`src/rtl/ksd_pkg.sv`:
```
// ----------------------------------------------------------------------------
// ksd_pkg
// Shared types and constants for the key scan, debounce and repeat block.
// ----------------------------------------------------------------------------
package ksd_pkg;

  localparam int NumKeys     = 11;
  localparam int CountW      = 8;
  localparam int RepeatW     = 16;
  localparam int CodeW       = 8;
  localparam int CheckShift  = 3;
  localparam int ApbAddrW    = 4;
  localparam int ApbDataW    = 32;

  localparam logic [CountW-1:0] LidLimitRst    = 8'd20;
  localparam logic [CountW-1:0] HoldLimitRst   = 8'd100;
  localparam logic [CountW-1:0] StartCountRst  = 8'd85;
  localparam logic [CountW-1:0] RepeatLoadRst  = 8'd85;

  typedef logic [NumKeys-1:0] key_map_t;

  typedef enum logic [1:0] {
    REG_LID_LIMIT   = 2'd0,
    REG_HOLD_LIMIT  = 2'd1,
    REG_START_COUNT = 2'd2,
    REG_REPEAT_LOAD = 2'd3
  } reg_idx_t;

  typedef struct packed {
    logic [CountW-1:0] lid_limit;
    logic [CountW-1:0] hold_limit;
    logic [CountW-1:0] start_count;
    logic [CountW-1:0] repeat_count_load;
  } cfg_t;

  typedef struct packed {
    logic             lid_pin;
    logic [CodeW-1:0] code_byte;
    logic [CodeW-1:0] check_byte;
    logic             ack_key;
    logic             ack_new;
  } scan_item_t;

  // key debounce view of one result
  typedef struct packed {
    key_map_t           key_action;
    logic               new_key;
    logic               key_down;
    logic [RepeatW-1:0] repeat_total;
    key_map_t           first_accepted;
  } key_out_t;

  typedef struct packed {
    key_out_t key;
    logic     lid_closed_out;
  } result_item_t;

endpackage

```
`src/rtl/ksd_in_if.sv`:
```
// ----------------------------------------------------------------------------
// ksd_in_if
// Scan tick channel: valid/ready handshake with the tick fields.
// ----------------------------------------------------------------------------
interface ksd_in_if;
  logic                     valid;
  logic                     ready;
  logic                     lid_pin;
  logic [ksd_pkg::CodeW-1:0] code_byte;
  logic [ksd_pkg::CodeW-1:0] check_byte;
  logic                     ack_key;
  logic                     ack_new;

  modport source (
    output valid, lid_pin, code_byte, check_byte, ack_key, ack_new,
    input  ready
  );
  modport sink (
    input  valid, lid_pin, code_byte, check_byte, ack_key, ack_new,
    output ready
  );
endinterface

```
`src/rtl/ksd_out_if.sv`:
```
// ----------------------------------------------------------------------------
// ksd_out_if
// Result channel: valid/ready handshake with the result fields.
// ----------------------------------------------------------------------------
interface ksd_out_if;
  logic                        valid;
  logic                        ready;
  ksd_pkg::key_map_t           key_action;
  logic                        new_key;
  logic                        key_down;
  logic [ksd_pkg::RepeatW-1:0] repeat_total;
  ksd_pkg::key_map_t           first_accepted;
  logic                        lid_closed_out;

  modport source (
    output valid, key_action, new_key, key_down, repeat_total, first_accepted,
           lid_closed_out,
    input  ready
  );
  modport sink (
    input  valid, key_action, new_key, key_down, repeat_total, first_accepted,
           lid_closed_out,
    output ready
  );
endinterface

```
`src/rtl/ksd_cfg.sv`:
```
// ----------------------------------------------------------------------------
// ksd_cfg
// APB register file holding the four 8-bit limit and load registers.
// ----------------------------------------------------------------------------
module ksd_cfg (
  input  logic                          clk,
  input  logic                          rst,
  input  logic                          psel,
  input  logic                          penable,
  input  logic                          pwrite,
  input  logic [ksd_pkg::ApbAddrW-1:0]  paddr,
  input  logic [ksd_pkg::ApbDataW-1:0]  pwdata,
  output logic [ksd_pkg::ApbDataW-1:0]  prdata,
  output logic                          pready,
  output ksd_pkg::cfg_t                 cfg
);

  ksd_pkg::reg_idx_t idx;
  logic              wr_en;
  logic [ksd_pkg::CountW-1:0] rd_val;

  assign pready = 1'b1;
  assign idx    = ksd_pkg::reg_idx_t'(paddr[3:2]);
  assign wr_en  = psel && penable && pwrite && pready;

  always_ff @(posedge clk) begin
    if (rst) begin
      cfg.lid_limit         <= ksd_pkg::LidLimitRst;
      cfg.hold_limit        <= ksd_pkg::HoldLimitRst;
      cfg.start_count       <= ksd_pkg::StartCountRst;
      cfg.repeat_count_load <= ksd_pkg::RepeatLoadRst;
    end else if (wr_en) begin
      unique case (idx)
        ksd_pkg::REG_LID_LIMIT:   cfg.lid_limit         <= pwdata[ksd_pkg::CountW-1:0];
        ksd_pkg::REG_HOLD_LIMIT:  cfg.hold_limit        <= pwdata[ksd_pkg::CountW-1:0];
        ksd_pkg::REG_START_COUNT: cfg.start_count       <= pwdata[ksd_pkg::CountW-1:0];
        ksd_pkg::REG_REPEAT_LOAD: cfg.repeat_count_load <= pwdata[ksd_pkg::CountW-1:0];
        default: ;
      endcase
    end
  end

  always_comb begin
    unique case (idx)
      ksd_pkg::REG_LID_LIMIT:   rd_val = cfg.lid_limit;
      ksd_pkg::REG_HOLD_LIMIT:  rd_val = cfg.hold_limit;
      ksd_pkg::REG_START_COUNT: rd_val = cfg.start_count;
      ksd_pkg::REG_REPEAT_LOAD: rd_val = cfg.repeat_count_load;
      default:                  rd_val = '0;
    endcase
  end

  assign prdata = ksd_pkg::ApbDataW'(rd_val);

endmodule

```
`src/rtl/ksd_lid.sv`:
```
// ----------------------------------------------------------------------------
// ksd_lid
// Lid pin debounce: symmetric disagreement counter that flips the state.
// ----------------------------------------------------------------------------
module ksd_lid (
  input  logic                        clk,
  input  logic                        rst,
  input  logic                        adv,
  input  logic                        lid_pin,
  input  logic [ksd_pkg::CountW-1:0]  lid_limit,
  output logic                        lid_closed_next
);

  logic                       lid_closed;
  logic [ksd_pkg::CountW-1:0] lid_count;
  logic [ksd_pkg::CountW-1:0] lid_count_next;
  logic [ksd_pkg::CountW-1:0] count_inc;
  logic                       disagree;

  // pin high means open, so it disagrees with a closed state
  assign disagree  = lid_closed ? lid_pin : !lid_pin;
  assign count_inc = lid_count + 1'b1;

  always_comb begin
    lid_closed_next = lid_closed;
    lid_count_next  = '0;
    if (disagree) begin
      if (count_inc > lid_limit) begin
        lid_closed_next = !lid_closed;
      end else begin
        lid_count_next = count_inc;
      end
    end
  end

  always_ff @(posedge clk) begin
    if (rst) begin
      lid_closed <= 1'b0;
      lid_count  <= '0;
    end else if (adv) begin
      lid_closed <= lid_closed_next;
      lid_count  <= lid_count_next;
    end
  end

endmodule

```
`src/rtl/ksd_key.sv`:
```
// ----------------------------------------------------------------------------
// ksd_key
// Key code check and decode, hold-count debounce with auto-repeat.
// ----------------------------------------------------------------------------
module ksd_key (
  input  logic                        clk,
  input  logic                        rst,
  input  logic                        adv,
  input  logic                        lid_closed,
  input  ksd_pkg::scan_item_t         item,
  input  ksd_pkg::cfg_t               cfg,
  output ksd_pkg::key_out_t           res
);

  ksd_pkg::key_map_t           last_key, last_key_next;
  ksd_pkg::key_map_t           action_reg, action_next;
  ksd_pkg::key_map_t           first_key_reg, first_key_next;
  ksd_pkg::key_map_t           key;
  logic [ksd_pkg::CountW-1:0]  hold_count, hold_next, hold_inc;
  logic [ksd_pkg::RepeatW-1:0] repeat_reg, repeat_next;
  logic                        pressed_flag, pressed_next;
  logic                        first_flag, first_next;
  logic                        new_flag, new_next;
  logic                        check_ok;
  logic                        code_ok;

  assign check_ok = item.check_byte == (item.code_byte << ksd_pkg::CheckShift);
  assign code_ok  = (item.code_byte >= 8'd1) &&
                    (item.code_byte <= ksd_pkg::CodeW'(ksd_pkg::NumKeys));

  // code n sets bit n-1
  always_comb begin
    key = '0;
    if (lid_closed && check_ok && code_ok) begin
      key = ksd_pkg::key_map_t'(1) << (item.code_byte[3:0] - 4'd1);
    end
  end

  assign hold_inc = hold_count + 1'b1;

  always_comb begin
    last_key_next  = last_key;
    action_next    = action_reg;
    first_key_next = first_key_reg;
    hold_next      = hold_count;
    repeat_next    = repeat_reg;
    pressed_next   = pressed_flag;
    first_next     = first_flag;
    new_next       = new_flag;
    if (key == last_key) begin
      hold_next = hold_inc;
      if (hold_inc > cfg.hold_limit) begin
        action_next  = last_key;
        pressed_next = |last_key;
        repeat_next  = repeat_reg + 1'b1;
        if (first_flag) begin
          hold_next  = '0;
          first_next = 1'b0;
          if ((|key) && new_flag) begin
            first_key_next = last_key;
          end
        end else begin
          hold_next = cfg.repeat_count_load;
        end
      end
    end else begin
      // new_key only after a full release
      new_next      = !pressed_flag;
      action_next   = '0;
      repeat_next   = '0;
      first_next    = 1'b1;
      last_key_next = key;
      hold_next     = cfg.start_count;
    end
  end

  assign res.key_action     = action_next;
  assign res.new_key        = new_next;
  assign res.key_down       = pressed_next;
  assign res.repeat_total   = repeat_next;
  assign res.first_accepted = first_key_next;

  always_ff @(posedge clk) begin
    if (rst) begin
      last_key      <= '0;
      action_reg    <= '0;
      first_key_reg <= '0;
      hold_count    <= '0;
      repeat_reg    <= '0;
      pressed_flag  <= 1'b0;
      first_flag    <= 1'b0;
      new_flag      <= 1'b0;
    end else if (adv) begin
      last_key      <= last_key_next;
      // clear-on-read takes effect after the value is reported
      action_reg    <= item.ack_key ? '0 : action_next;
      new_flag      <= item.ack_new ? 1'b0 : new_next;
      first_key_reg <= first_key_next;
      hold_count    <= hold_next;
      repeat_reg    <= repeat_next;
      pressed_flag  <= pressed_next;
      first_flag    <= first_next;
    end
  end

endmodule

```
`src/rtl/key_scan_debounce_repeat.sv`:
```
// ----------------------------------------------------------------------------
// key_scan_debounce_repeat
// Lid debounce, key code check, key debounce with auto-repeat.
// ----------------------------------------------------------------------------
// Usage:
//   scan   - one transfer per scan tick: lid pin, code and check bytes, and
//            the clear-on-read acknowledges for key action and new-key flag.
//   result - exactly one transfer per scan tick, in order, with the key
//            action, flags, repeat count, first key and debounced lid state.
//   APB    - four 8-bit registers at byte addresses 0, 4, 8, 12: lid limit,
//            hold limit, start count, repeat reload. Write only while idle.
// A scan tick is first captured in the input register, where it waits until
// the result slot frees; it is evaluated, with the state updated, as it moves
// into the result register, from which the result is offered.
// Throughput is one tick per cycle while results are taken; the input register
// and the result register each hold one tick, so a new tick is taken while a
// result waits. When the receiver stalls, the result holds and the input
// register fills; scan ready then drops until the result is taken.
// Reset (synchronous, active high) clears all debounce state, empties both
// registers and loads the register defaults 20, 100, 85, 85.
// ----------------------------------------------------------------------------
module key_scan_debounce_repeat (
  input  logic                          clk,
  input  logic                          rst,
  ksd_in_if.sink                        scan,
  ksd_out_if.source                     result,
  input  logic                          psel,
  input  logic                          penable,
  input  logic                          pwrite,
  input  logic [ksd_pkg::ApbAddrW-1:0]  paddr,
  input  logic [ksd_pkg::ApbDataW-1:0]  pwdata,
  output logic [ksd_pkg::ApbDataW-1:0]  prdata,
  output logic                          pready
);

  ksd_pkg::cfg_t          cfg;
  ksd_pkg::scan_item_t    s1_item;
  ksd_pkg::result_item_t  r_item;
  ksd_pkg::key_out_t      key_res;
  logic                   s1_valid;
  logic                   r_valid;
  logic                   adv;
  logic                   lid_closed_next;

  ksd_cfg u_cfg (
    .clk     (clk),
    .rst     (rst),
    .psel    (psel),
    .penable (penable),
    .pwrite  (pwrite),
    .paddr   (paddr),
    .pwdata  (pwdata),
    .prdata  (prdata),
    .pready  (pready),
    .cfg     (cfg)
  );

  // the tick in the input register is evaluated when the result slot frees
  assign adv        = s1_valid && (!r_valid || result.ready);
  assign scan.ready = !s1_valid || adv;

  always_ff @(posedge clk) begin
    if (rst) begin
      s1_valid <= 1'b0;
    end else if (scan.ready) begin
      s1_valid <= scan.valid;
    end
  end

  always_ff @(posedge clk) begin
    if (scan.valid && scan.ready) begin
      s1_item.lid_pin    <= scan.lid_pin;
      s1_item.code_byte  <= scan.code_byte;
      s1_item.check_byte <= scan.check_byte;
      s1_item.ack_key    <= scan.ack_key;
      s1_item.ack_new    <= scan.ack_new;
    end
  end

  ksd_lid u_lid (
    .clk             (clk),
    .rst             (rst),
    .adv             (adv),
    .lid_pin         (s1_item.lid_pin),
    .lid_limit       (cfg.lid_limit),
    .lid_closed_next (lid_closed_next)
  );

  ksd_key u_key (
    .clk        (clk),
    .rst        (rst),
    .adv        (adv),
    .lid_closed (lid_closed_next),
    .item       (s1_item),
    .cfg        (cfg),
    .res        (key_res)
  );

  always_ff @(posedge clk) begin
    if (rst) begin
      r_valid <= 1'b0;
    end else if (adv) begin
      r_valid <= 1'b1;
    end else if (result.ready) begin
      r_valid <= 1'b0;
    end
  end

  always_ff @(posedge clk) begin
    if (adv) begin
      r_item.key            <= key_res;
      r_item.lid_closed_out <= lid_closed_next;
    end
  end

  assign result.valid          = r_valid;
  assign result.key_action     = r_item.key.key_action;
  assign result.new_key        = r_item.key.new_key;
  assign result.key_down       = r_item.key.key_down;
  assign result.repeat_total   = r_item.key.repeat_total;
  assign result.first_accepted = r_item.key.first_accepted;
  assign result.lid_closed_out = r_item.lid_closed_out;

  // an empty result slot never blocks the scan side
  a_ready_when_empty: assert property (@(posedge clk) disable iff (rst)
    !r_valid |-> scan.ready)
    else $error("scan stalled with empty result register");

  // every evaluated tick shows up as a result
  a_adv_gives_result: assert property (@(posedge clk) disable iff (rst)
    adv |=> r_valid)
    else $error("evaluated tick did not reach the result register");

  // a single key at most in the reported maps
  a_onehot_maps: assert property (@(posedge clk) disable iff (rst)
    r_valid |-> ($onehot0(result.key_action) && $onehot0(result.first_accepted)))
    else $error("key map holds more than one key");

  // a reported key action implies the key is down
  a_action_down: assert property (@(posedge clk) disable iff (rst)
    (r_valid && (result.key_action != '0)) |-> result.key_down)
    else $error("key action reported without key down");

endmodule
```
`src/flat_wrapper.sv`:
```
// flat-port wrapper written by rule: the top's interface ports become plain ports
module key_scan_debounce_repeat_flat 
  (clk, rst, psel, penable, pwrite, paddr, pwdata, prdata, pready, scan_valid, scan_lid_pin, scan_code_byte, scan_check_byte, scan_ack_key, scan_ack_new, scan_ready, result_valid, result_key_action, result_new_key, result_key_down, result_repeat_total, result_first_accepted, result_lid_closed_out, result_ready);
  ksd_in_if scan_i ();
  ksd_out_if result_i ();
  input  logic clk;
  input  logic rst;
  input  logic psel;
  input  logic penable;
  input  logic pwrite;
  input  logic [ksd_pkg::ApbAddrW-1:0] paddr;
  input  logic [ksd_pkg::ApbDataW-1:0] pwdata;
  output logic [ksd_pkg::ApbDataW-1:0] prdata;
  output logic pready;
  input wire logic [$bits(scan_i.valid)-1:0] scan_valid;
  input wire logic [$bits(scan_i.lid_pin)-1:0] scan_lid_pin;
  input wire logic [$bits(scan_i.code_byte)-1:0] scan_code_byte;
  input wire logic [$bits(scan_i.check_byte)-1:0] scan_check_byte;
  input wire logic [$bits(scan_i.ack_key)-1:0] scan_ack_key;
  input wire logic [$bits(scan_i.ack_new)-1:0] scan_ack_new;
  output wire logic [$bits(scan_i.ready)-1:0] scan_ready;
  output wire logic [$bits(result_i.valid)-1:0] result_valid;
  output wire logic [$bits(result_i.key_action)-1:0] result_key_action;
  output wire logic [$bits(result_i.new_key)-1:0] result_new_key;
  output wire logic [$bits(result_i.key_down)-1:0] result_key_down;
  output wire logic [$bits(result_i.repeat_total)-1:0] result_repeat_total;
  output wire logic [$bits(result_i.first_accepted)-1:0] result_first_accepted;
  output wire logic [$bits(result_i.lid_closed_out)-1:0] result_lid_closed_out;
  input wire logic [$bits(result_i.ready)-1:0] result_ready;
  assign scan_i.valid = scan_valid;
  assign scan_i.lid_pin = scan_lid_pin;
  assign scan_i.code_byte = scan_code_byte;
  assign scan_i.check_byte = scan_check_byte;
  assign scan_i.ack_key = scan_ack_key;
  assign scan_i.ack_new = scan_ack_new;
  assign scan_ready = scan_i.ready;
  assign result_valid = result_i.valid;
  assign result_key_action = result_i.key_action;
  assign result_new_key = result_i.new_key;
  assign result_key_down = result_i.key_down;
  assign result_repeat_total = result_i.repeat_total;
  assign result_first_accepted = result_i.first_accepted;
  assign result_lid_closed_out = result_i.lid_closed_out;
  assign result_i.ready = result_ready;
  key_scan_debounce_repeat u_core (.clk(clk), .rst(rst), .scan(scan_i), .result(result_i), .psel(psel), .penable(penable), .pwrite(pwrite), .paddr(paddr), .pwdata(pwdata), .prdata(prdata), .pready(pready));
endmodule
```
`config.mk`:
```
export PLATFORM = sky130hd
export DESIGN_NAME = key_scan_debounce_repeat_flat
export DESIGN_NICKNAME = d
export VERILOG_FILES = /design/src/rtl/ksd_pkg.sv /design/src/rtl/ksd_in_if.sv /design/src/rtl/ksd_out_if.sv /design/src/rtl/ksd_cfg.sv /design/src/rtl/ksd_lid.sv /design/src/rtl/ksd_key.sv /design/src/rtl/key_scan_debounce_repeat.sv /design/src/flat_wrapper.sv
export SDC_FILE = /design/constraint.sdc
export NUM_CORES = 1
export LEC_CHECK = 0
export BUFFER_PORTS_ARGS = -buffer_cell sky130_fd_sc_hd__buf_2
export CAP_MARGIN = 20
export CORE_MARGIN = 3
export CORE_UTILIZATION = 61
export DETAILED_ROUTE_END_ITERATION = 12
export PLACE_DENSITY_LB_ADDON = 0.1
export SKIP_LAST_GASP = 1
export SLEW_MARGIN = 20
export SYNTH_ARGS = -nofsm -noshare
export SYNTH_HDL_FRONTEND = slang
export SYNTH_SLANG_ARGS = --single-unit
```
`constraint.sdc`:
```
create_clock -name clk -period 8.4 [get_ports clk]
set_input_delay 1.68 -clock clk [delete_from_list [all_inputs] [get_ports clk]]
set_output_delay 1.68 -clock clk [all_outputs]
set_load 0.02 [all_outputs]
```
# [After elaboration in Yosys (flattened, before gate mapping)]
# Cells that the tools add are included.
# W data, S select, Z words.
[word_totals] register_bits=163 in_bits=62 out_inout_bits=76
[op_classes] addsub=4 n_lt_le_gt_ge=4 n_eq_ne=6 shift=1 muxes=27 bitwise=1 n_reduce_logical=25
[ops] op="$mux W11" n=8
[ops] op="$mux W8" n=5
[ops] op="$mux W16" n=2
[ops] op="$pmux W8 S4" n=1
[ops] op="$reduce_or A11 Y1" n=2
[ops] op="$add A16 B1 Y16 const B" n=1
[ops] op="$add A8 B1 Y8 const B" n=2
[ops] op="$gt A8 B8 Y1" n=2
[ops] op="$reduce_and A2 Y1" n=6
[ops] op="$eq A11 B11 Y1" n=1
[ops] op="$mux W1" n=11
[ops] op="$shl A1 B4 Y11 const A" n=1
[ops] op="$eq A8 B8 Y1" n=1
[ops] op="$ge A8 B1 Y1 const B" n=1
[ops] op="$le A8 B4 Y1 const B" n=1
[ops] op="$logic_and A1 B1 Y1" n=8
[ops] op="$logic_not A1 Y1" n=5
[ops] op="$eq A2 B2 Y1 const B" n=2
[ops] op="$sub A4 B1 Y4 const B" n=1
[ops] op="$eq A2 B1 Y1 const B" n=1
[ops] op="$logic_not A2 Y1" n=1
[ops] op="$logic_or A1 B1 Y1" n=2
[ops] op="$ne A2 B1 Y1 const B" n=1
[ops] op="$reduce_bool A2 Y1" n=1
[ops] op="$not A1 Y1" n=1

# [Logic depth before layout (Yosys ltp)]
# Gate-level depths: netlist of the first run.
[depth] word_depth=13 depth_mapped=16

# [Hierarchy]
# From an unflattened synthesis of the first run, not the netlist that was laid out.
[hier_totals] cells_unflattened=924 hier_area_um2=8983.6
[modules_own_cells] mod="ksd_key" n_inst=1 cells_each=595 area_each_um2=4604.4 seq_area_each_um2=1201.2
[modules_own_cells] mod="key_scan_debounce_repeat" n_inst=1 cells_each=70 area_each_um2=1905.6 seq_area_each_um2=1841.8
[modules_own_cells] mod="ksd_cfg" n_inst=1 cells_each=167 area_each_um2=1705.4 seq_area_each_um2=640.6
[modules_own_cells] mod="ksd_lid" n_inst=1 cells_each=92 area_each_um2=768.2 seq_area_each_um2=180.2

# [Worst setup path after synthesis of the first run]
# Ideal clock, no wire load.
[synth_timing] path_kind="input to output" from="input port paddr[2] in the netlist's numbering" to="output port prdata[0] in the netlist's numbering" arrival_time_ps=2781 required_ps=6720 slack_ps=3939 path_stages=2 cell_sequence="clkbuf_1 mux4_2"
[synth_via] elab_chain_cells=2
[synth_lines] item="from (decl)" line_no="flat_wrapper.sv:11" text="input logic [ksd_pkg::ApbAddrW-1:0] paddr;"
[synth_lines] item="$eq A2 B2 Y1 (tied with other cells)" line_no="ksd_cfg.sv:44" text="unique case (idx)"
[synth_lines] item="$pmux W8 S4 (*)" line_no="ksd_cfg.sv:44"
[synth_lines] item="to (decl)" line_no="flat_wrapper.sv:13" text="output logic [ksd_pkg::ApbDataW-1:0] prdata;"
# Mark *: on every way between the ends. The rest lies on a longest branch, timed or not.

# [Worst setup path after layout of the first run]
[layout_timing] from="register u_core.u_lid.lid_count[0] in the netlist's numbering" to="register u_core.u_key.action_reg[8]"
[layout_via] elab_chain_cells=10
[layout_lines] item="from (decl)" line_no="ksd_lid.sv:15" text="logic [ksd_pkg::CountW-1:0] lid_count;"
[layout_lines] item="from (signal assigned)" line_no="ksd_lid.sv:42" text="lid_count <= lid_count_next;"
[layout_lines] item="$add A8 B1 Y8" line_no="ksd_lid.sv:22" text="assign count_inc = lid_count + 1'b1;"
[layout_lines] item="$gt A8 B8 Y1" line_no="ksd_lid.sv:28" text="if (count_inc > lid_limit) begin"
[layout_lines] item="$mux W1" line_no="ksd_lid.sv:28"
[layout_lines] item="$mux W1" line_no="ksd_lid.sv:27" text="if (disagree) begin"
[layout_lines] item="$logic_and A1 B1 Y1 (2 in series)" line_no="ksd_key.sv:34" text="if (lid_closed && check_ok && code_ok) begin"
[layout_lines] item="$mux W11" line_no="ksd_key.sv:34"
[layout_lines] item="$eq A11 B11 Y1" line_no="ksd_key.sv:50" text="if (key == last_key) begin"
[layout_lines] item="$mux W11" line_no="ksd_key.sv:50"
[layout_lines] item="$mux W11" line_no="ksd_key.sv:96" text="action_reg <= item.ack_key ? '0 : action_next;"
[layout_lines] item="to (signal assigned)" line_no="ksd_key.sv:96"
[layout_lines] item="to (decl)" line_no="ksd_key.sv:16" text="ksd_pkg::key_map_t action_reg, action_next;"
# No other way between the ends.
# A chain may end at the register's enable or synchronous reset.

==> results of run 1 <==
[synth_stat cells (6+ instances only)]
| cell | n | area, um2 |
|---|---|---|
| buf_2 | 6 | 30.03 |
| edfxtp_1 | 60 | 1802 |
| o21ai_0 | 6 | 30.03 |
| nor2_1 | 110 | 412.9 |
| a22oi_1 | 7 | 52.55 |
| o41ai_1 | 11 | 96.34 |
| clkbuf_1 | 42 | 157.7 |
| ha_1 | 19 | 237.7 |
| nand3_1 | 31 | 155.2 |
| mux2_1 | 12 | 135.1 |
| nor3_1 | 16 | 80.08 |
| inv_1 | 21 | 78.83 |
| o311ai_0 | 9 | 78.83 |
| xor2_1 | 12 | 105.1 |
| mux4_2 | 8 | 180.2 |
| nor2b_1 | 6 | 37.54 |
| buf_4 | 28 | 210.2 |
| a31o_1 | 7 | 61.31 |
| a21oi_1 | 35 | 175.2 |
| mux2i_1 | 54 | 540.5 |
| nand2_1 | 82 | 307.8 |
| dfxtp_1 | 103 | 2062 |
| nand4_1 | 35 | 219.0 |
| nor4_1 | 11 | 68.82 |
| o31ai_1 | 15 | 112.6 |
| xnor2_1 | 17 | 148.9 |
| and2_1 | 8 | 50.05 |
[area by class of cell]
cell class                 instances  area share
clock inverter                    15     0.01816
timing repair buffer              95     0.05475
sequential                       163      0.4248
tap                              172     0.02366
multi-input combinational        592      0.4219
inverter                          24    0.009905
clock buffer                      17     0.04677
[metrics by stage]
step	area (um2)	hold slack [ns]	worst slack, ns	instances
after floorplan	8195	0.4244	3.939	860
after global placement	8501	0.4350	3.557	1046
after detailed placement	8501	0.4443	3.443	1046
after CTS	9091	0.4591	3.376	1078
after global routing	9095	0.4870	2.784	1078
final	9095	0.4587	3.255	1078
[routing by layer]
metal  up-vias  track usage
met2       285       0.4107
met5         -            0
met3        28      0.06107
met4         0      0.09664
li1       3081            -
met1      3095       0.3518
[power groups by stage]
stage                     Combinational (W)  Sequential [W]  Clock (W)
final                             0.0000991        0.000847   0.000768
after global placement            0.0000959        0.000863          0
after detailed placement          0.0000984        0.000863          0
after CTS                         0.0000988        0.000846   0.000778
after floorplan                   0.0000658        0.000872          0
after global routing               0.000108        0.000848   0.000819
[logic make-up (layout without fill, tap and decap cells)]
logic type               Yosys count  in the layout  synth area share
AND/OR/NAND/NOR                  324            324            0.1895
flip-flops                       163            163            0.4765
other                              2             25         0.0009261
XOR/XNOR                          29             29           0.03132
AO/OA/AOI/OAI                    119            119            0.1017
buffers and inverters            105            151           0.06249
multiplexers                      76             76            0.1083
adder cells (fa/ha/maj)           19             19           0.02932
[worst register-to-register path, stage by stage, from the launching register on]
cell and delay [ns]:
dfxtp_1 0.39, ha_1 0.25, nand3_1 0.19, nor2_1 0.18, xor2_1 0.29, ha_1 0.20, nand4_1 0.20, o21a_1 0.26
a21o_1 0.18, a31o_2 0.27, nor4_1 0.53, xor2_1 0.19, a2111oi_2 0.32, buf_4 0.39, nand2_1 0.48, buf_4 0.39
o31ai_1 0.33
[path summary, 6_finish.rpt]
check	end	slack, ns	cells past startpoint
hold / removal	u_core.u_key.action_reg[10]	0.46	2
hold reg to reg	u_core.u_key.action_reg[10]	0.46	2
setup reg to reg	u_core.u_key.action_reg[8]	3.26	16
setup / recovery	u_core.u_key.action_reg[8]	3.26	16
==> results.ini, run 1 <==
[status]
status = completed

[finish]
seq_area_um2 = 3864
regMostFlops = u_core.u_cfg.cfg
reg_top3 = u_core.u_cfg.cfg x32, u_core.s1_item x19
fillers = 985
drive_gt1_frac = 0.1634
largest_reg_flops = 32
fin_util = 0.7092
layout_common_cells = nor2_1, dfxtp_1, buf_2
syn_to_final_growth_pct = 12.16
nNetsFinal = 974
layout_commonest_cell = nor2_1
multiInputGateArea_um2 = 3837
antenna_cells = 0

[timing]
max_freq_mhz = 194.4
finalSetupViolations = 0
relSlewSlack = 0.2765
finalWorstPathRequiredPeriod_ns = 5.145
drv_slew = 0
fin_crit_sh = 0.6125
tightest_slew_ns = 1.081
fin_tns_setup_ns = 0
hold_viol = 0
worst_clock_skew_ns = 0.006335
rsz0062_at_grt = false

[routing]
met2WireLength_um = 8953
ant_nets = 0
firstDrtPassIters = 7
viasPerCell = 6.019
dr.max_layer_used = met4
wl_per_cell_um = 17.30
met3WireLength_um = 1258
wl_um = 18650
wl_met1_um = 8120
drc = 0
vias = 6489
initialDrtViolationCount = 645

[synthesis]
synth_seq_area_share = 0.4765
synthCells = 837
synth.distinct_cells = 58
syn_avg_cell_area_um2 = 9.688
syn_area_um2 = 8109
ys.warnings.count = 0
ys_ff_latch = 163
async_flop_share = 0
synth_edf_count = 60
synth_flop_cell = dfxtp_1

[floorplan]
core_um2 = 12820
dieHeight_um = 121.3
core.rowCount = 41
io_pins = 138
die_area_um2 = 14710
die_x_um = 121.3
initial_utilization = 0.6323

[cts]
hold_buffers = 0
cts.clk_slew.worst_paths_ns = 0.06
cts.htree.levels = 4
clockBufferDepth = 2
cts_tree = built
numClockSinks = 163
insertion_delay_ns = 0.43
cts_resized = 0
cts_made_buffers = 17
post_cts_buffers = 0
cts-root-buf = clkbuf_16

[placed_design]
gp_congestion = 0.8937
dp_hpwl_um = 12590
port_buffers = 86

[global_routing]
grt-ovfl-total = 0
antenna_found_initial = 0
grt_pass1_vias = 6063
grt_usage = 0.2607
grt_pass1_wl_um = 30210
grt_max_degree = 67

[pwr]
pwr-share-seq = 0.494
p_int_w = 0.001328
p_leak_nw = 3.501
power.share.switching = 0.2253
irDropWorstVdd_uv = 176.6
pwr-share-comb = 0.058
p_sw_w = 0.0003862
clkPwrFrac = 0.448
p_total_w = 0.001714
power_density_nw_per_um2 = 188.5

[worst_setup_path]
cp_slowest_stage_delay_ns = 0.53
reg2reg_from = u_core.u_lid.lid_count[0]
path_cells = ha_1 -> nand3_1 -> nor2_1 -> xor2_1 -> ha_1 -> nand4_1 -> o21a_1 -> a21o_1 -> a31o_2 -> nor4_1 -> xor2_1 -> a2111oi_2 -> buf_4 -> nand2_1 -> buf_4 -> o31ai_1
end_kind = register
slowest_stage = nor4_1
crit_type = reg2reg
critPathLaunch = u_core.u_lid.lid_count[0]
cp_num_buf_inv = 2
cp-start-kind = register
crit_required_ns = 8.72
crit_arrival_ns = 5.47
crit_family = simple AND/OR/NAND/NOR gates
crit_fanout = 29

[flow_run]
maxCapViolCount = 0

[min_path]
hp-class = reg2reg
hold_path_startpoint = u_core.u_key.action_reg[10]

Power figures use the tool's default switching activity.
==> inputs of run 2 (changes only) <==
Settings changed: ABC_AREA set to 1, CORE_UTILIZATION 61 to 52.
Clock period 8.4 ns to 4.45 ns, I/O delays scaled along.
==> run 2 against run 1 <==
Compared with the run above:
- first-iteration DRC count up 11%
- critical path depth up 6
- routed wire length up 11%
- synthesized area up 11%
- final cell count up 40%
- maximum frequency up 35%
- clock power up 90%
- global-route usage down 3.3 points
- setup slack worse by 2.6 ns
- largest power group unchanged
- critical path type unchanged
- final area up 10%
- non-clock buffer count up 6
==> results.ini, run 2 <==
[cts]
clockBufferDepth = 2  ; unchanged
cts_made_buffers = 17  ; unchanged
numClockSinks = 163  ; unchanged
cts_tree = built
cts.clk_slew.worst_paths_ns = 0.06  ; about the same
post_cts_buffers = 0  ; unchanged
insertion_delay_ns = 0.43  ; about the same
cts_resized = 0  ; unchanged
cts.htree.levels = 4  ; unchanged
cts-root-buf = clkbuf_16
hold_buffers = 0  ; unchanged

[worst_setup_path]
path_cells = nand3_1 -> nand3b_1 -> nand3b_1 -> xnor2_1 -> ha_1 -> nand2_1 -> nor2_1 -> nand4_1 -> nand2_1 -> nand2_1 -> nand2_2 -> nand3_1 -> nand2_1 -> nand2_1 -> inv_1 -> nand2_1 -> nor2_2 -> nand3_2 -> nand2_2 -> inv_2 -> nand2_1 -> a21oi_1
cp_num_buf_inv = 2  ; unchanged
cpMostUsedCell = nand2_1
crit_family = simple AND/OR/NAND/NOR gates
slowest_stage = dfxtp_1
crit_type = reg2reg
cp_slowest_stage_delay_ns = 0.40  ; -0.13 ns
end_kind = register
cp-start-kind = register
crit_required_ns = 4.74  ; -3.98 ns
crit_arrival_ns = 4.12  ; -1.35 ns
crit_fanout = 21  ; -28%

[synthesis]
synth_commonest_cells = nand2_1, inv_1, dfxtp_1
synth_most_common_cell = nand2_1
synthMuxAreaShare = 0  ; -0.1083
synth-compound-area-share = 0.1126  ; +0.01095
syn_area_um2 = 9031  ; +11%
ys_ff_latch = 163  ; unchanged
synth.distinct_cells = 43  ; -26%
synth_flop_cell = dfxtp_1
synth_fa_ha_area_frac = 0.02632  ; -0.002993
synth_seq_area_share = 0.4278  ; -0.04865
synth.largest_area_cell = dfxtp_1
syn_avg_cell_area_um2 = 7.439  ; -23%
ys.warnings.count = 0  ; unchanged
synth_top_family_by_area = simple AND/OR/NAND/NOR gates
async_flop_share = 0  ; unchanged
synth_edf_count = 60  ; unchanged
synth_area_leaders = dfxtp_1, edfxtp_1, nand2_1
synth_top_area_share = 0.2283  ; -0.02596
synth-simple-area-share = 0.2905  ; +0.1010
synth-xor-area-share = 0.02618  ; -0.005138
synthCells = 1214  ; +45%

[placed_design]
place_ws_ns = 0.4259  ; -3.017 ns
dp_hpwl_um = 14420  ; +15%
dp_cells = 1480  ; +41%
gp_congestion = 0.9035  ; +1.1%
port_buffers = 86  ; unchanged

[timing]
finalSetupViolations = 0  ; unchanged
drv_slew = 0  ; unchanged
worst_clock_skew_ns = 0.009790  ; +0.003455 ns
hold_viol = 0  ; unchanged
tightest_slew_ns = 0.8734  ; -0.2078 ns
fin_tns_setup_ns = 0  ; unchanged
finalWorstPathRequiredPeriod_ns = 3.824  ; -1.321 ns
max_freq_mhz = 261.5  ; +35%
rsz0062_at_grt = false
fin_crit_sh = 0.8594  ; +0.2469
setup_ws_ns = 0.6259  ; -2.629 ns
relSlewSlack = 0.4171  ; +0.1405

[finish]
reg_top3 = u_core.u_cfg.cfg x32, u_core.s1_item x19
antenna_cells = 0  ; unchanged
nNetsFinal = 1360  ; +40%
layout_commonest_cell = nand2_1
syn_to_final_growth_pct = 11.25
drive_gt1_frac = 0.1354  ; -0.02791
largest_reg_flops = 32  ; unchanged
fillers = 1600  ; +62%
regMostFlops = u_core.u_cfg.cfg
fin_util = 0.5974  ; -0.1118
layout_common_cells = nand2_1, inv_1, dfxtp_1
instances_no_fill = 1512  ; +40%

[routing]
drc = 0  ; unchanged
wl_per_cell_um = 13.66  ; -21%
wl_um = 20660  ; +11%
viasPerCell = 5.124  ; -15%
ant_nets = 0  ; unchanged
initialDrtViolationCount = 716  ; +11%
firstDrtPassIters = 5  ; -2
vias = 7748  ; +19%

[floorplan]
die_area_um2 = 18980  ; +29%
io_pins = 138  ; unchanged
core_um2 = 16820  ; +31%
initial_utilization = 0.5370  ; -0.09532
dieHeight_um = 137.8  ; +14%
core.rowCount = 47  ; +15%
die_x_um = 137.8  ; +14%

[global_routing]
grt-ovfl-total = 0  ; unchanged
grt_usage = 0.2281  ; -0.03265
grt_max_degree = 57  ; -15%
grt_pass1_wl_um = 34580  ; +14%
grt_pass1_vias = 7094  ; +17%
antenna_found_initial = 0  ; unchanged

[pwr]
p_total_w = 0.003945  ; +130%
power_density_nw_per_um2 = 392.7  ; +110%
p_leak_nw = 4.696  ; +34%
irDropWorstVdd_uv = 340.3  ; +93%

[flow_run]
maxCapViolCount = 0  ; unchanged

[min_path]
hp-class = reg2reg

[status]
status = completed

-- run 2: cell count changes in the layout (fill, tap and decap cells not counted), moves of 15 or more --
cell     previous run  this run
o21ai_0             6        72
inv_1              21       143
o31ai_1            15         0
mux2i_1            54         0
nand3_1            31        79
nor2_1            110        86
a21oi_1            34        68
nand2_1            82       342
-- run 2: layout make-up --
type / instances / area, um2 / share of cell area
multi-input cells: 847 / 4218 / 0.4198
flip-flops and latches: 163 / 3864 / 0.3846
inverters: 149 / 560.5 / 0.05579
repair buffers: 101 / 543.0 / 0.05405
clock buffers: 20 / 457.9 / 0.04558
well taps: 220 / 275.3 / 0.02740
clock inverters: 12 / 128.9 / 0.01283
-- run 2: final timing paths --
check	startpoint	to	slack, ns	depth (start not counted)
worst max-delay path	u_core.u_lid.lid_count[0]	u_core.u_key.last_key[3]	0.63	22
worst min register to register	u_core.u_lid.lid_count[7]	u_core.u_lid.lid_count[7]	0.48	2
worst max register to register	u_core.u_lid.lid_count[0]	u_core.u_key.last_key[3]	0.63	22
worst min-delay path	u_core.u_lid.lid_count[7]	u_core.u_lid.lid_count[7]	0.48	2
-- run 2: per-layer routing --
| metal | wire length [um] | global-route usage | vias to the layer above |
|---|---|---|---|
| met5 | 0 | 0 | - |
| met4 | 370 | 0.07355 | 0 |
| met3 | 1082 | 0.03871 | 32 |
| met2 | 9191 | 0.3585 | 226 |
| met1 | 10010 | 0.3210 | 3449 |
| li1 | - | - | 4041 |
-- run 2: cell families (layout without fill, tap and decap cells) --
logic type / count (synthesis) / after routing
buf+inv: 227 / 282
fa+ha+maj: 19 / 19
xor+xnor: 27 / 27
compound gates: 182 / 182
simple gates: 594 / 594
flops: 163 / 163
other cells: 2 / 25
-- run 2: report_power, final --
part           total (W)  internal, W  switching, W  leakage (nW)
combinational   0.000773     0.000226      0.000548          2.98
clock            0.00146     0.000860      0.000598         0.292
sequential       0.00171      0.00164     0.0000722          1.42
-- run 2: per-stage QoR --
step                hold slack, ns  cell area (um2)
floorplan                   0.4497             9117
global placement            0.4669             9458
detailed placement          0.4740             9458
CTS                         0.4829            10040
global route                0.5041            10050
finish                      0.4817            10050
-- run 2: worst reg2reg max path: cells and delay by family, from the launching register on --
kind | cells | cell delay (ns)
AND/OR/NAND/NOR | 17 | 2.52
AO/OA/AOI/OAI | 1 | 0.06
XOR/XNOR | 1 | 0.16
flip-flops | 1 | 0.40
adder cells (fa/ha/maj) | 1 | 0.30
buffers and inverters | 2 | 0.26
==> inputs of run 3 (changes only) <==
Settings changed: CORE_UTILIZATION 52 to 39.
Clock period 4.45 ns to 4.6 ns, I/O delays scaled along.
==> run 3 against run 2 <==
Compared with the run above:
- final area rose by 0.95%
- critical path type unchanged
- global-route usage fell by 4.5 points
- power fell by 2.8%
- critical endpoint is now u_core.result.key_action[10]
- die area rose by 32%
- largest power group unchanged
==> results.ini, run 3 (synthesized netlist as in run 2, its figures left out) <==
[timing]
fin_crit_sh = 0.8894  ; +0.03007
relSlewSlack = 0.4761  ; +0.05904
finalSetupViolations = 0  ; unchanged
tightest_slew_ns = 0.7830  ; -0.09043 ns
finalWorstPathRequiredPeriod_ns = 4.091  ; +0.2672 ns
rsz0062_at_grt = false
fin_tns_setup_ns = 0  ; unchanged
max_freq_mhz = 244.4  ; -6.5%
worst_clock_skew_ns = 0.01403  ; +0.004242 ns
hold_viol = 0  ; unchanged
drv_slew = 0  ; unchanged

[global_routing]
grt_pass1_vias = 7064  ; -0.42%
antenna_found_initial = 0  ; unchanged
grt_usage = 0.1827  ; -0.04541
grt-ovfl-total = 0  ; unchanged
grt_max_degree = 65  ; +14%
grt_pass1_wl_um = 36640  ; +6.0%

[placed_design]
dp_cells = 1544  ; +4.3%
dp_hpwl_um = 15540  ; +7.7%
port_buffers = 86  ; unchanged
gp_congestion = 0.8316  ; -8.0%
dpl_cell_area_um2 = 9545  ; +0.93%

[cts]
numClockSinks = 163  ; unchanged
insertion_delay_ns = 0.43  ; about the same
cts.htree.levels = 4  ; unchanged
cts_tree = built
post_cts_buffers = 0  ; unchanged
cts_made_buffers = 17  ; unchanged
hold_buffers = 0  ; unchanged
cts.clk_slew.worst_paths_ns = 0.07  ; about the same
cts_resized = 0  ; unchanged
clockBufferDepth = 2  ; unchanged
cts-root-buf = clkbuf_16

[worst_setup_path]
crit_arrival_ns = 4.30  ; +0.18 ns
end_kind = register
cp_slowest_stage_delay_ns = 0.41  ; about the same
path_cells = nand3_1 -> nand3b_1 -> nand3b_1 -> xnor2_1 -> ha_1 -> nand2_1 -> nor2_1 -> nand2_1 -> nand2_1 -> nand2_1 -> nand2_1 -> nand2_2 -> buf_4 -> nand3_1 -> nand2_1 -> nand2_1 -> nand2_1 -> nor2_2 -> nand2_2 -> nor2_8 -> nand2_2 -> o21ai_0
critPathLaunch = u_core.u_lid.lid_count[0]
slowest_stage = dfxtp_1
crit_required_ns = 4.81  ; +0.07 ns
crit_type = reg2reg
cp-start-kind = register
reg2reg_from = u_core.u_lid.lid_count[0]
crit_fanout = 20  ; -4.8%
cpMostUsedCell = nand2_1

[finish]
nNetsFinal = 1359  ; -0.074%
final_area_um2 = 10140  ; +0.95%
regMostFlops = u_core.u_cfg.cfg
drive_gt1_frac = 0.1371  ; +0.001654
reg_top3 = u_core.u_cfg.cfg x32, u_core.s1_item x19
syn_to_final_growth_pct = 12.30
instances_no_fill = 1576  ; +4.2%
layout_common_cells = nand2_1, inv_1, dfxtp_1
layout_commonest_cell = nand2_1
antenna_cells = 0  ; unchanged
largest_reg_flops = 32  ; unchanged

[routing]
initialDrtViolationCount = 530  ; -26%
wl_um = 22250  ; +7.7%
ant_nets = 0  ; unchanged
drc = 0  ; unchanged
wl_per_cell_um = 14.12  ; +3.4%
viasPerCell = 4.888  ; -4.6%
vias = 7704  ; -0.57%
firstDrtPassIters = 5  ; unchanged

[floorplan]
die_x_um = 158.2  ; +15%
die_area_um2 = 25020  ; +32%
core_um2 = 22710  ; +35%
dieHeight_um = 158.2  ; +15%
initial_utilization = 0.3977  ; -0.1393
io_pins = 138  ; unchanged
core.rowCount = 55  ; +17%

[status]
status = completed

[pwr]
p_leak_nw = 4.702  ; +0.13%
irDropWorstVdd_uv = 295.2  ; -13%
power_density_nw_per_um2 = 378.1  ; -3.7%

[min_path]
hold_path_startpoint = u_core.u_lid.lid_count[7]
hp-class = reg2reg

[flow_run]
maxCapViolCount = 0  ; unchanged

-- run 3: critical path: cells and delay by family, from the launching register on --
kind	cells	cell delay [ns]
AND/OR/NAND/NOR	18	2.36
flip-flops	1	0.41
AO/OA/AOI/OAI	1	0.39
adder cells (fa/ha/maj)	1	0.30
buffers and inverters	1	0.24
XOR/XNOR	1	0.15
-- run 3: metrics by stage --
stage | setup WS [ns] | power [W] | hold slack (ns) | utilization
after detailed placement | 0.3652 | 0.002453 | 0.4738 | 0.4203
after CTS | 0.3260 | 0.003881 | 0.4836 | 0.4465
after floorplan | 1.439 | 0.002300 | 0.4497 | -
after global placement | 0.3860 | 0.002448 | 0.4698 | 0.4203
after global routing | 0.04617 | 0.004040 | 0.4984 | 0.4466
final | 0.5087 | 0.003835 | 0.4792 | 0.4466
-- run 3: power breakdown --
group | internal (W) | switching [W]
Combinational | 0.000215 | 0.000544
Clock | 0.000789 | 0.000630
Sequential | 0.00159 | 0.0000707
Total | 0.00259 | 0.00124
-- run 3: area by class of cell --
| cell class | instances | area (um2) |
|---|---|---|
| Fill cell | 2344 | 12570 |
| Multi-Input combinational cell | 847 | 4218 |
| Sequential cell | 163 | 3864 |
| Inverter | 149 | 561.8 |
| Timing Repair Buffer | 100 | 548.0 |
| Clock buffer | 20 | 489.2 |
| Tap cell | 285 | 356.6 |
| Clock inverter | 12 | 105.1 |
-- run 3: metal layers --
metal | GRT usage | routed length [um] | vias up | part of all wire
li1 | - | - | 4042 | -
met1 | 0.2748 | 11390 | 3476 | 0.51
met2 | 0.2748 | 9695 | 167 | 0.44
met3 | 0.02706 | 933 | 19 | 0.042
met4 | 0.04670 | 232 | 0 | 0.010
met5 | 0 | 0 | - | 0
-- run 3: final timing paths --
kind	end	slack, ns	depth (start not counted)
worst min register to register	u_core.u_lid.lid_count[7]	0.48	2
worst max register to register	u_core.result.key_action[10]	0.51	22
worst min-delay path	u_core.u_lid.lid_count[7]	0.48	2
worst max-delay path	u_core.result.key_action[10]	0.51	22
